`src/urc_pkg.sv`:
```
// Shared types and constants for the ultrasonic range controller.
`timescale 1ns / 1ps

package urc_pkg;

  localparam int CFG_ADDR_W = 3;
  localparam int CFG_DATA_W = 18;
  localparam int S_DATA_W   = 8;
  localparam int M_DATA_W   = 48;

  localparam logic [CFG_ADDR_W-1:0] REG_SAMPLE_COUNT = 3'd0;
  localparam logic [CFG_ADDR_W-1:0] REG_TRIGGER_US   = 3'd1;
  localparam logic [CFG_ADDR_W-1:0] REG_MAX_ECHO_US  = 3'd2;
  localparam logic [CFG_ADDR_W-1:0] REG_CYCLE_US     = 3'd3;
  localparam logic [CFG_ADDR_W-1:0] REG_US_PER_INCH  = 3'd4;

  localparam logic [1:0] ERR_NONE    = 2'd0;
  localparam logic [1:0] ERR_NO_ECHO = 2'd1;
  localparam logic [1:0] ERR_RANGE   = 2'd2;

  localparam logic [9:0]  INCHES_PER_FOOT = 10'd12;
  localparam logic [23:0] ACC_MAX         = 24'hFF_FFFF;
  localparam logic [17:0] CYC_MAX         = 18'h3_FFFF;

  localparam logic [5:0] DIV_STEPS_SHORT = 6'd16;
  localparam logic [5:0] DIV_STEPS_LONG  = 6'd32;
  localparam logic [3:0] MUL_STEPS       = 4'd8;

  typedef struct packed {
    logic        start;
    logic [31:0] dividend;
    logic [9:0]  divisor;
    logic [5:0]  steps;
  } div_req_t;

  typedef struct packed {
    logic        done;
    logic [31:0] quot;
    logic [9:0]  rem;
  } div_rsp_t;

endpackage

```
`src/urc_serial_div.sv`:
```
// Restoring divider producing one quotient bit per cycle.
`timescale 1ns / 1ps

module urc_serial_div (
  input  logic               clk,
  input  logic               rst,
  input  urc_pkg::div_req_t  req,
  output urc_pkg::div_rsp_t  rsp
);
  import urc_pkg::*;

  logic        busy;
  logic        done;
  logic [5:0]  cnt;
  logic [9:0]  rem;
  logic [9:0]  divisor;
  logic [31:0] quot;

  logic [10:0] trial;
  logic [10:0] diff;
  logic        ge;

  assign trial = {rem, quot[31]};
  assign ge    = trial >= {1'b0, divisor};
  assign diff  = trial - {1'b0, divisor};

  always_ff @(posedge clk) begin
    if (rst) begin
      busy <= 1'b0;
      done <= 1'b0;
      cnt  <= '0;
    end else begin
      done <= 1'b0;
      if (req.start) begin
        quot    <= req.dividend;
        rem     <= '0;
        divisor <= req.divisor;
        cnt     <= req.steps;
        busy    <= 1'b1;
      end else if (busy) begin
        rem  <= ge ? diff[9:0] : trial[9:0];
        quot <= {quot[30:0], ge};
        cnt  <= cnt - 6'd1;
        if (cnt == 6'd1) begin
          busy <= 1'b0;
          done <= 1'b1;
        end
      end
    end
  end

  assign rsp = '{done: done, quot: quot, rem: rem};

endmodule

```
`src/ultrasonic_range_controller.sv`:
```
// Ultrasonic range controller: tick stream in, per-tick status stream out.
`timescale 1ns / 1ps

// Each input beat is one microsecond tick carrying the echo level and a start
// request; each yields exactly one result beat. A plain tick goes from
// acceptance to the push step, which loads the output register, and the input
// is ready again only once that push is done, so one tick is finished before
// the next is taken. The tick that ends a good measurement passes through
// three runs of a one-bit-per-cycle divider (16 steps for inches, 16 for feet
// and inches, 32 for the average), with an 8-step shift-add multiply between,
// before its push. A result waiting in the output register does not block
// acceptance of the next beat once it has been loaded; a stalled output holds
// the block in its push step and stalls input.
module ultrasonic_range_controller #(
  parameter int FRACTION_BITS = 8
) (
  input  logic                           clk,
  input  logic                           rst,
  input  logic                           cfg_we,
  input  logic [urc_pkg::CFG_ADDR_W-1:0] cfg_addr,
  input  logic [urc_pkg::CFG_DATA_W-1:0] cfg_wdata,
  input  logic                           s_tvalid,
  output logic                           s_tready,
  // echo_level[0], start_req[1], zero[7:2]
  input  logic [urc_pkg::S_DATA_W-1:0]   s_tdata,
  output logic                           m_tvalid,
  input  logic                           m_tready,
  // trigger_level[0], busy_res[1], sample_valid[2], sample_error[4:3],
  // sample_feet[17:5], sample_inch[21:18], average_q8[45:22], final_error[47:46]
  output logic [urc_pkg::M_DATA_W-1:0]   m_tdata,
  // series_done
  output logic                           m_tlast
);
  import urc_pkg::*;

  typedef enum logic [2:0] {
    PH_IDLE, PH_TRIG, PH_WAIT, PH_ECHO, PH_HOLD
  } phase_t;

  typedef enum logic [2:0] {
    E_IDLE, E_DIV_IN, E_DIV_FT, E_MUL, E_DIV_AVG, E_PUSH
  } eng_t;

  logic [7:0]  sample_count;
  logic [9:0]  trigger_us;
  logic [15:0] max_echo_us;
  logic [17:0] cycle_us;
  logic [9:0]  us_per_inch;

  phase_t      phase;
  logic [17:0] cycle_ticks;
  logic [15:0] phase_ticks;
  logic [7:0]  attempt_number;
  logic [23:0] average_acc;
  logic [1:0]  last_error;

  eng_t        eng;
  logic [15:0] inches;
  logic [31:0] prod;
  logic [7:0]  mult;
  logic [3:0]  mcnt;
  div_req_t    div_req;
  div_rsp_t    div_rsp;
  logic        div_go;

  logic        res_trig;
  logic        res_busy;
  logic        res_sval;
  logic [1:0]  res_serr;
  logic [12:0] res_feet;
  logic [3:0]  res_inch;
  logic        res_done;
  logic [1:0]  res_ferr;

  // tick step
  logic        echo;
  logic        start;
  phase_t      ph_a;
  phase_t      phase_next;
  logic [17:0] ct_w;
  logic [16:0] pt_w;
  logic [16:0] limit_sum;
  logic [16:0] limit;
  logic [7:0]  an_next;
  logic        av_clr;
  logic [1:0]  le_next;
  logic        st_trig;
  logic        st_busy;
  logic        st_sval;
  logic [1:0]  st_serr;
  logic        st_done;
  logic [1:0]  st_ferr;
  logic        end_hit;
  logic [1:0]  end_err;
  logic        good_end;

  logic [7:0]  k;
  logic [7:0]  k_m1;
  logic [39:0] x_wide;
  logic [23:0] x_sat;
  logic [9:0]  divisor_in;

  assign echo       = s_tdata[0];
  assign start      = s_tdata[1];
  assign s_tready   = (eng == E_IDLE);
  assign limit_sum  = {7'b0, trigger_us} + {1'b0, max_echo_us};
  assign limit      = limit_sum[16] ? 17'h0_FFFF : limit_sum;
  assign k          = (attempt_number == 8'd0) ? 8'd1 : attempt_number;
  assign k_m1       = k - 8'd1;
  assign x_wide     = 40'(inches) << FRACTION_BITS;
  assign x_sat      = (|x_wide[39:24]) ? ACC_MAX : x_wide[23:0];
  assign divisor_in = (us_per_inch == 10'd0) ? 10'd1 : us_per_inch;
  assign div_go     = ((eng == E_IDLE) && s_tvalid && good_end) ||
                      ((eng == E_DIV_IN) && div_rsp.done) ||
                      ((eng == E_MUL) && (mcnt == 4'd0));

  always_comb begin
    ph_a       = phase;
    ct_w       = cycle_ticks;
    pt_w       = {1'b0, phase_ticks};
    an_next    = attempt_number;
    av_clr     = 1'b0;
    le_next    = last_error;
    st_trig    = 1'b0;
    st_busy    = 1'b0;
    st_sval    = 1'b0;
    st_serr    = ERR_NONE;
    st_done    = 1'b0;
    st_ferr    = ERR_NONE;
    end_hit    = 1'b0;
    end_err    = ERR_NONE;
    good_end   = 1'b0;

    if (phase == PH_IDLE) begin
      if (start) begin
        an_next = 8'd1;
        av_clr  = 1'b1;
        le_next = ERR_NONE;
        ph_a    = PH_TRIG;
        pt_w    = '0;
        ct_w    = '0;
      end
    end else if (phase == PH_HOLD && cycle_ticks >= cycle_us) begin
      if (attempt_number >= sample_count) begin
        ph_a    = PH_IDLE;
        st_done = 1'b1;
        st_ferr = last_error;
      end else begin
        an_next = attempt_number + 8'd1;
        ph_a    = PH_TRIG;
        pt_w    = '0;
        ct_w    = '0;
      end
    end

    phase_next = ph_a;
    unique case (ph_a)
      PH_TRIG: begin
        st_trig = 1'b1;
        pt_w    = pt_w + 17'd1;
        if (pt_w >= {7'b0, trigger_us}) begin
          phase_next = PH_WAIT;
          pt_w       = '0;
        end
      end
      PH_WAIT: begin
        if (echo) begin
          phase_next = PH_ECHO;
          pt_w       = 17'd1;
          if (pt_w >= {1'b0, max_echo_us}) begin
            end_hit = 1'b1;
            end_err = ERR_RANGE;
          end
        end else begin
          pt_w = pt_w + 17'd1;
          if (pt_w >= limit) begin
            end_hit = 1'b1;
            end_err = ERR_NO_ECHO;
          end
        end
      end
      PH_ECHO: begin
        if (!echo) begin
          end_hit  = 1'b1;
          end_err  = ERR_NONE;
          good_end = 1'b1;
        end else begin
          pt_w = pt_w + 17'd1;
          if (pt_w >= {1'b0, max_echo_us}) begin
            end_hit = 1'b1;
            end_err = ERR_RANGE;
          end
        end
      end
      PH_IDLE, PH_HOLD: begin
      end
      default: phase_next = PH_IDLE;
    endcase

    if (end_hit) begin
      st_sval    = 1'b1;
      st_serr    = end_err;
      le_next    = end_err;
      phase_next = PH_HOLD;
    end

    if (phase_next != PH_IDLE) begin
      st_busy = 1'b1;
      if (ct_w < CYC_MAX) begin
        ct_w = ct_w + 18'd1;
      end
    end
  end

  urc_serial_div u_div (
    .clk (clk),
    .rst (rst),
    .req (div_req),
    .rsp (div_rsp)
  );

  always_ff @(posedge clk) begin
    if (rst) begin
      sample_count   <= 8'd1;
      trigger_us     <= 10'd10;
      max_echo_us    <= 16'd23307;
      cycle_us       <= 18'd75000;
      us_per_inch    <= 10'd148;
      phase          <= PH_IDLE;
      cycle_ticks    <= '0;
      phase_ticks    <= '0;
      attempt_number <= '0;
      average_acc    <= '0;
      last_error     <= ERR_NONE;
      eng            <= E_IDLE;
      m_tvalid       <= 1'b0;
      div_req        <= '0;
      mcnt           <= '0;
    end else begin
      div_req.start <= div_go;

      if (cfg_we) begin
        unique case (cfg_addr)
          REG_SAMPLE_COUNT: sample_count <= cfg_wdata[7:0];
          REG_TRIGGER_US:   trigger_us   <= cfg_wdata[9:0];
          REG_MAX_ECHO_US:  max_echo_us  <= cfg_wdata[15:0];
          REG_CYCLE_US:     cycle_us     <= cfg_wdata[17:0];
          REG_US_PER_INCH:  us_per_inch  <= cfg_wdata[9:0];
          default: begin
          end
        endcase
      end

      if (m_tvalid && m_tready && (eng != E_PUSH)) begin
        m_tvalid <= 1'b0;
      end

      unique case (eng)
        E_IDLE: begin
          if (s_tvalid) begin
            phase          <= phase_next;
            cycle_ticks    <= ct_w;
            phase_ticks    <= pt_w[15:0];
            attempt_number <= an_next;
            last_error     <= le_next;
            if (av_clr) begin
              average_acc <= '0;
            end
            res_trig <= st_trig;
            res_busy <= st_busy;
            res_sval <= st_sval;
            res_serr <= st_serr;
            res_done <= st_done;
            res_ferr <= st_ferr;
            res_feet <= '0;
            res_inch <= '0;
            if (good_end) begin
              div_req.dividend <= {pt_w[15:0], 16'b0};
              div_req.divisor  <= divisor_in;
              div_req.steps    <= DIV_STEPS_SHORT;
              eng              <= E_DIV_IN;
            end else begin
              eng <= E_PUSH;
            end
          end
        end
        E_DIV_IN: begin
          if (div_rsp.done) begin
            inches           <= div_rsp.quot[15:0];
            div_req.dividend <= {div_rsp.quot[15:0], 16'b0};
            div_req.divisor  <= INCHES_PER_FOOT;
            div_req.steps    <= DIV_STEPS_SHORT;
            eng              <= E_DIV_FT;
          end
        end
        E_DIV_FT: begin
          if (div_rsp.done) begin
            res_feet <= div_rsp.quot[12:0];
            res_inch <= div_rsp.rem[3:0];
            prod     <= '0;
            mult     <= k_m1;
            mcnt     <= MUL_STEPS;
            eng      <= E_MUL;
          end
        end
        E_MUL: begin
          if (mcnt != 4'd0) begin
            prod <= {prod[30:0], 1'b0} + (mult[7] ? {8'b0, average_acc} : 32'd0);
            mult <= {mult[6:0], 1'b0};
            mcnt <= mcnt - 4'd1;
          end else begin
            div_req.dividend <= prod + {8'b0, x_sat};
            div_req.divisor  <= {2'b0, k};
            div_req.steps    <= DIV_STEPS_LONG;
            eng              <= E_DIV_AVG;
          end
        end
        E_DIV_AVG: begin
          if (div_rsp.done) begin
            average_acc <= div_rsp.quot[23:0];
            eng         <= E_PUSH;
          end
        end
        E_PUSH: begin
          if (!m_tvalid || m_tready) begin
            m_tdata  <= {res_ferr, average_acc, res_inch, res_feet,
                         res_serr, res_sval, res_busy, res_trig};
            m_tlast  <= res_done;
            m_tvalid <= 1'b1;
            eng      <= E_IDLE;
          end
        end
        default: eng <= E_IDLE;
      endcase
    end
  end

endmodule

```
`config.mk`:
```
export PLATFORM = sky130hd
export DESIGN_NAME = ultrasonic_range_controller
export DESIGN_NICKNAME = d
export VERILOG_FILES = /design/src/urc_pkg.sv /design/src/urc_serial_div.sv /design/src/ultrasonic_range_controller.sv
export SDC_FILE = /design/constraint.sdc
export NUM_CORES = 1
export LEC_CHECK = 0
export ABC_AREA = 1
export BUFFER_PORTS_ARGS = -buffer_cell sky130_fd_sc_hd__buf_2
export CORE_ASPECT_RATIO = 1.5
export CORE_MARGIN = 2
export CORE_UTILIZATION = 60
export CTS_CLUSTER_DIAMETER = 50
export DETAILED_ROUTE_END_ITERATION = 12
export PLACE_DENSITY = 0.78
export SLEW_MARGIN = 20
export SYNTH_ARGS = -nofsm -noshare
export SYNTH_HDL_FRONTEND = slang
export SYNTH_SLANG_ARGS = --single-unit
```
`constraint.sdc`:
```
create_clock -name clk -period 9.4 [get_ports clk]
set_clock_uncertainty 0.15 [all_clocks]
set_input_delay 0 -clock clk [delete_from_list [all_inputs] [get_ports clk]]
set_output_delay 0 -clock clk [all_outputs]
set_load 0.02 [all_outputs]
```
==> summary.md <==
| Metric | Value |
|---|---|
| Status | `finished, final reports clean` |
| Routed Antenna Nets | `0` |
| Max stage delay on crit path | `0.46 ns` |
| Die area | `35400 sq um` |
| Final Instance Area | `22900 sq um` |
| Fraction of layout cells with a size suffix above 1 | `8.14%` |
| Sw Ratio | `36.9%` |
| Post-synthesis area per instance | `8.12 sq um` |
| Routability congestion estimate | `0.950` |
| Unrepaired setup endpoints after global routing | `no` |
| Crit-path slowest cell | `xor2_1` |
| H-tree depth | `2` |
| HPWL after detailed placement | `38700 um` |
| Syn Nets | `2681` |
| Starting DRT DRC Count | `1352` |
| Setup bufs post-CTS | `0` |
| Root Driver | `clkbuf_16` |
| FF/Latch Area | `9350 sq um` |
| Logic pwr share | `31.2%` |
| Final setup fails | `0` |
| Worst EP required | `9.65 ns` |
| Seq pwr share | `39.9%` |
| Commonest non-fill, non-tap cell in the layout | `nand2_1` |
| Share of the synthesized area in the top cell type | `26.9%` |
| NetSw | `1.95 mW` |
| PwrDens | `231 nW/um^2` |
| Mapped Cells | `2506` |
| Antenna violations before repair | `0` |
| Delay-heaviest family, CP | `simple AND/OR/NAND/NOR gates` |
| Pleak | `9.88 nW` |
| Synth Warn # | `0` |
| Worst-margin pin slew | `1.13 ns` |
| Row count | `82` |
| Relative slew margins | `24.8%` |
| Horiz. Die Dim | `154 um` |
| Dpl cell area | `21100 sq um` |
| Die Ht | `230 um` |
| First drt pass iteration count | `7` |
| Drt total wl | `54400 um` |
| CTS tree | `yes` |
| Final setup TNS | `0 ns` |
| Yosys cell types | `55` |
| Worst VDD drop | `0.000176 V` |
| All-layer global routing usage | `30.7%` |
| WL/cell | `17.8 um` |
| Fillers | `2718` |
| Tmin final | `6.36 ns` |
| Vias | `17700` |
| CP Max Fanout | `27` |
| Startpoint types | `flop` |
| Power share of the clock group | `28.9%` |
| Number of hold violations in the final report | `0` |
| CTS clock-pin slew for the worst setup and hold paths | `0.06 ns` |
| Fin Hold WS | `0.127 ns` |
| Post-Synthesis Cell Area | `20300 sq um` |
| Sequential fraction of the synthesis area | `46.0%` |
| Max_cap viols | `0` |
| Area Growth Syn to Fin | `12.5%` |
| Ys flop type | `dfxtp_1` |
| Arrival time at the worst endpoint | `6.61 ns` |
| Worst Path Class, Setup | `flop to flop` |
| Async S/R FF share, synth | `0%` |
| WP buf/inv | `6` |
| CTS max path bufs | `3` |
| Total CTS buffers | `38` |
| Pin count of the biggest net entering global routing | `65` |
| First-pass GRT wire length | `86700 um` |
| HP Class | `input port to flop` |
| Residual DRC | `0` |
| Final Net Count | `2787` |
| I/O pin cnt | `85` |
| Ant diodes | `0` |
| Commonest non-fill, non-tap cells in the layout | `nand2_1 (492), inv_1 (349), a21oi_1 (258)` |
| CP Capture Type | `flop` |
| Skew-Pair Late Insertion Delay | `0.54 ns` |
| Clock Sinks | `376` |
| Total grt overflow | `0` |
| Period utilization | `67.7%` |
| Vias in the first global route | `17400` |
| Area of the multi-input gates | `9350 sq um` |
| Synth Register Bits | `376` |
| Synth area leader | `edfxtp_1` |
| Initial Util | `60.8%` |
| Synth area leaders | `edfxtp_1 (27%), dfxtp_1 (19%), nand2_1 (9.1%)` |
| Most used cell, CP | `nand2_1` |
| PortBufs | `78` |
| Vias per cell | `5.77` |
| Fmax | `157 MHz` |
| Pins Over Slew Limit | `0` |
| EDFF count, synth | `182` |
| Cell internal pwr | `3.33 mW` |
| Core area | `33400 sq um` |
per-layer routing:
layer	global-route usage [%]	vias to the layer above	share of wire [%]
met1	32.4	8242	36
met4	18.9	0	6.8
met2	57.4	622	52
met5	0	-	0
li1	-	8627	-
met3	3.86	187	5.2
timing repair:
action / in CTS / in global routing
hold buffers: 52 / 0
resized for setup: 0 / 0
hold endpoints to repair: 100 / 0
state kept, by name, summed over array words and instances (netlist names), 6 cells and up:
signal,count
res_feet,13
div_req,45
u_div.cnt,6
us_per_inch,10
mult,8
cycle_us,18
max_echo_us,16
average_acc,24
m_tdata,48
phase_ticks,16
u_div.rem,10
u_div.divisor,10
inches,16
attempt_number,8
trigger_us,10
sample_count,8
cycle_ticks,18
prod,32
u_div.quot,32
worst register-to-register path: cells and delay by family, from the launching register on:
kind	cells	cell delay, ns
DFF	1	0.32
and+or+nand+nor	21	3.01
adders and majority gates	3	0.96
xor gates and xnor gates	1	0.46
buffers and inverters	6	0.72
AOI/OAI and AO/OA	4	0.62
area by class of cell:
class	instances	area share, %
sequential	376	40.9
multi-input combinational	1687	40.8
inverter	359	5.89
timing repair buffer	150	4.65
clock buffer	44	4.30
tap	420	2.30
clock inverter	26	1.16
through the flow:
step / util, % / cells / setup slack (ns) / total power, mW
floorplan: - / 2506 / 4.58 / 3.29
global placement: 63.1 / 2940 / 3.33 / 3.68
detailed placement: 63.1 / 2940 / 3.17 / 3.74
CTS: 68.4 / 3062 / 3.14 / 5.27
global route: 68.4 / 3062 / 2.53 / 5.56
finish: 68.4 / 3062 / 3.04 / 5.29
cells in the mapped netlist, drive strengths merged, types with 2 or more instances:
cell type,number
nand2,496
inv,353
a21oi,259
nor2,225
o21ai,202
dfxtp,194
edfxtp,182
ha,137
nand3,104
clkbuf,69
nand4,38
nor3,29
nand3b,28
o211ai,21
a31oi,19
xor2,19
buf,15
or2,14
nor4,13
a21o,12
o21a,11
o21bai,11
xnor2,8
clkinv,6
o22ai,6
and2,5
o31ai,5
fa,4
nor3b,4
a211oi,3
a221oi,3
o221ai,3
o2111ai,2
power by group through the flow:
stage	Combinational [mW]	Clock [mW]	Sequential, mW
finish	1.65	1.53	2.11
global route	1.82	1.61	2.13
CTS	1.62	1.54	2.11
detailed placement	1.60	0	2.14
global placement	1.55	0	2.13
floorplan	1.18	0	2.12
cells by family after synthesis:
| kind of cell | Yosys count | share of synthesized area (%) |
|---|---|---|
| simple gates | 957 | 20.7 |
| xor+xnor | 27 | 1.20 |
| compound gates | 562 | 15.0 |
| flops | 376 | 46.0 |
| fa+ha+maj | 141 | 8.82 |
| buf+inv | 443 | 8.35 |
path summary, 6_finish.rpt:
| kind | start | endpoint | slack [ns] | cells after the start |
|---|---|---|---|---|
| worst max-delay path | cycle_us[17]$_SDFFE_PP0P_ | cycle_ticks[15]$_SDFFE_PP0P_ | 3.04 | 35 |
| worst min-delay path | s_tdata[1] | last_error[1]$_SDFFE_PP0P_ | 0.13 | 7 |
| worst max register to register | cycle_us[17]$_SDFFE_PP0P_ | cycle_ticks[15]$_SDFFE_PP0P_ | 3.04 | 35 |
| worst min register to register | res_serr[1]$_SDFFCE_PN0P_ | m_tdata[4]$_DFFE_PP_ | 0.27 | 0 |
(Power assumes the default switching activity.)
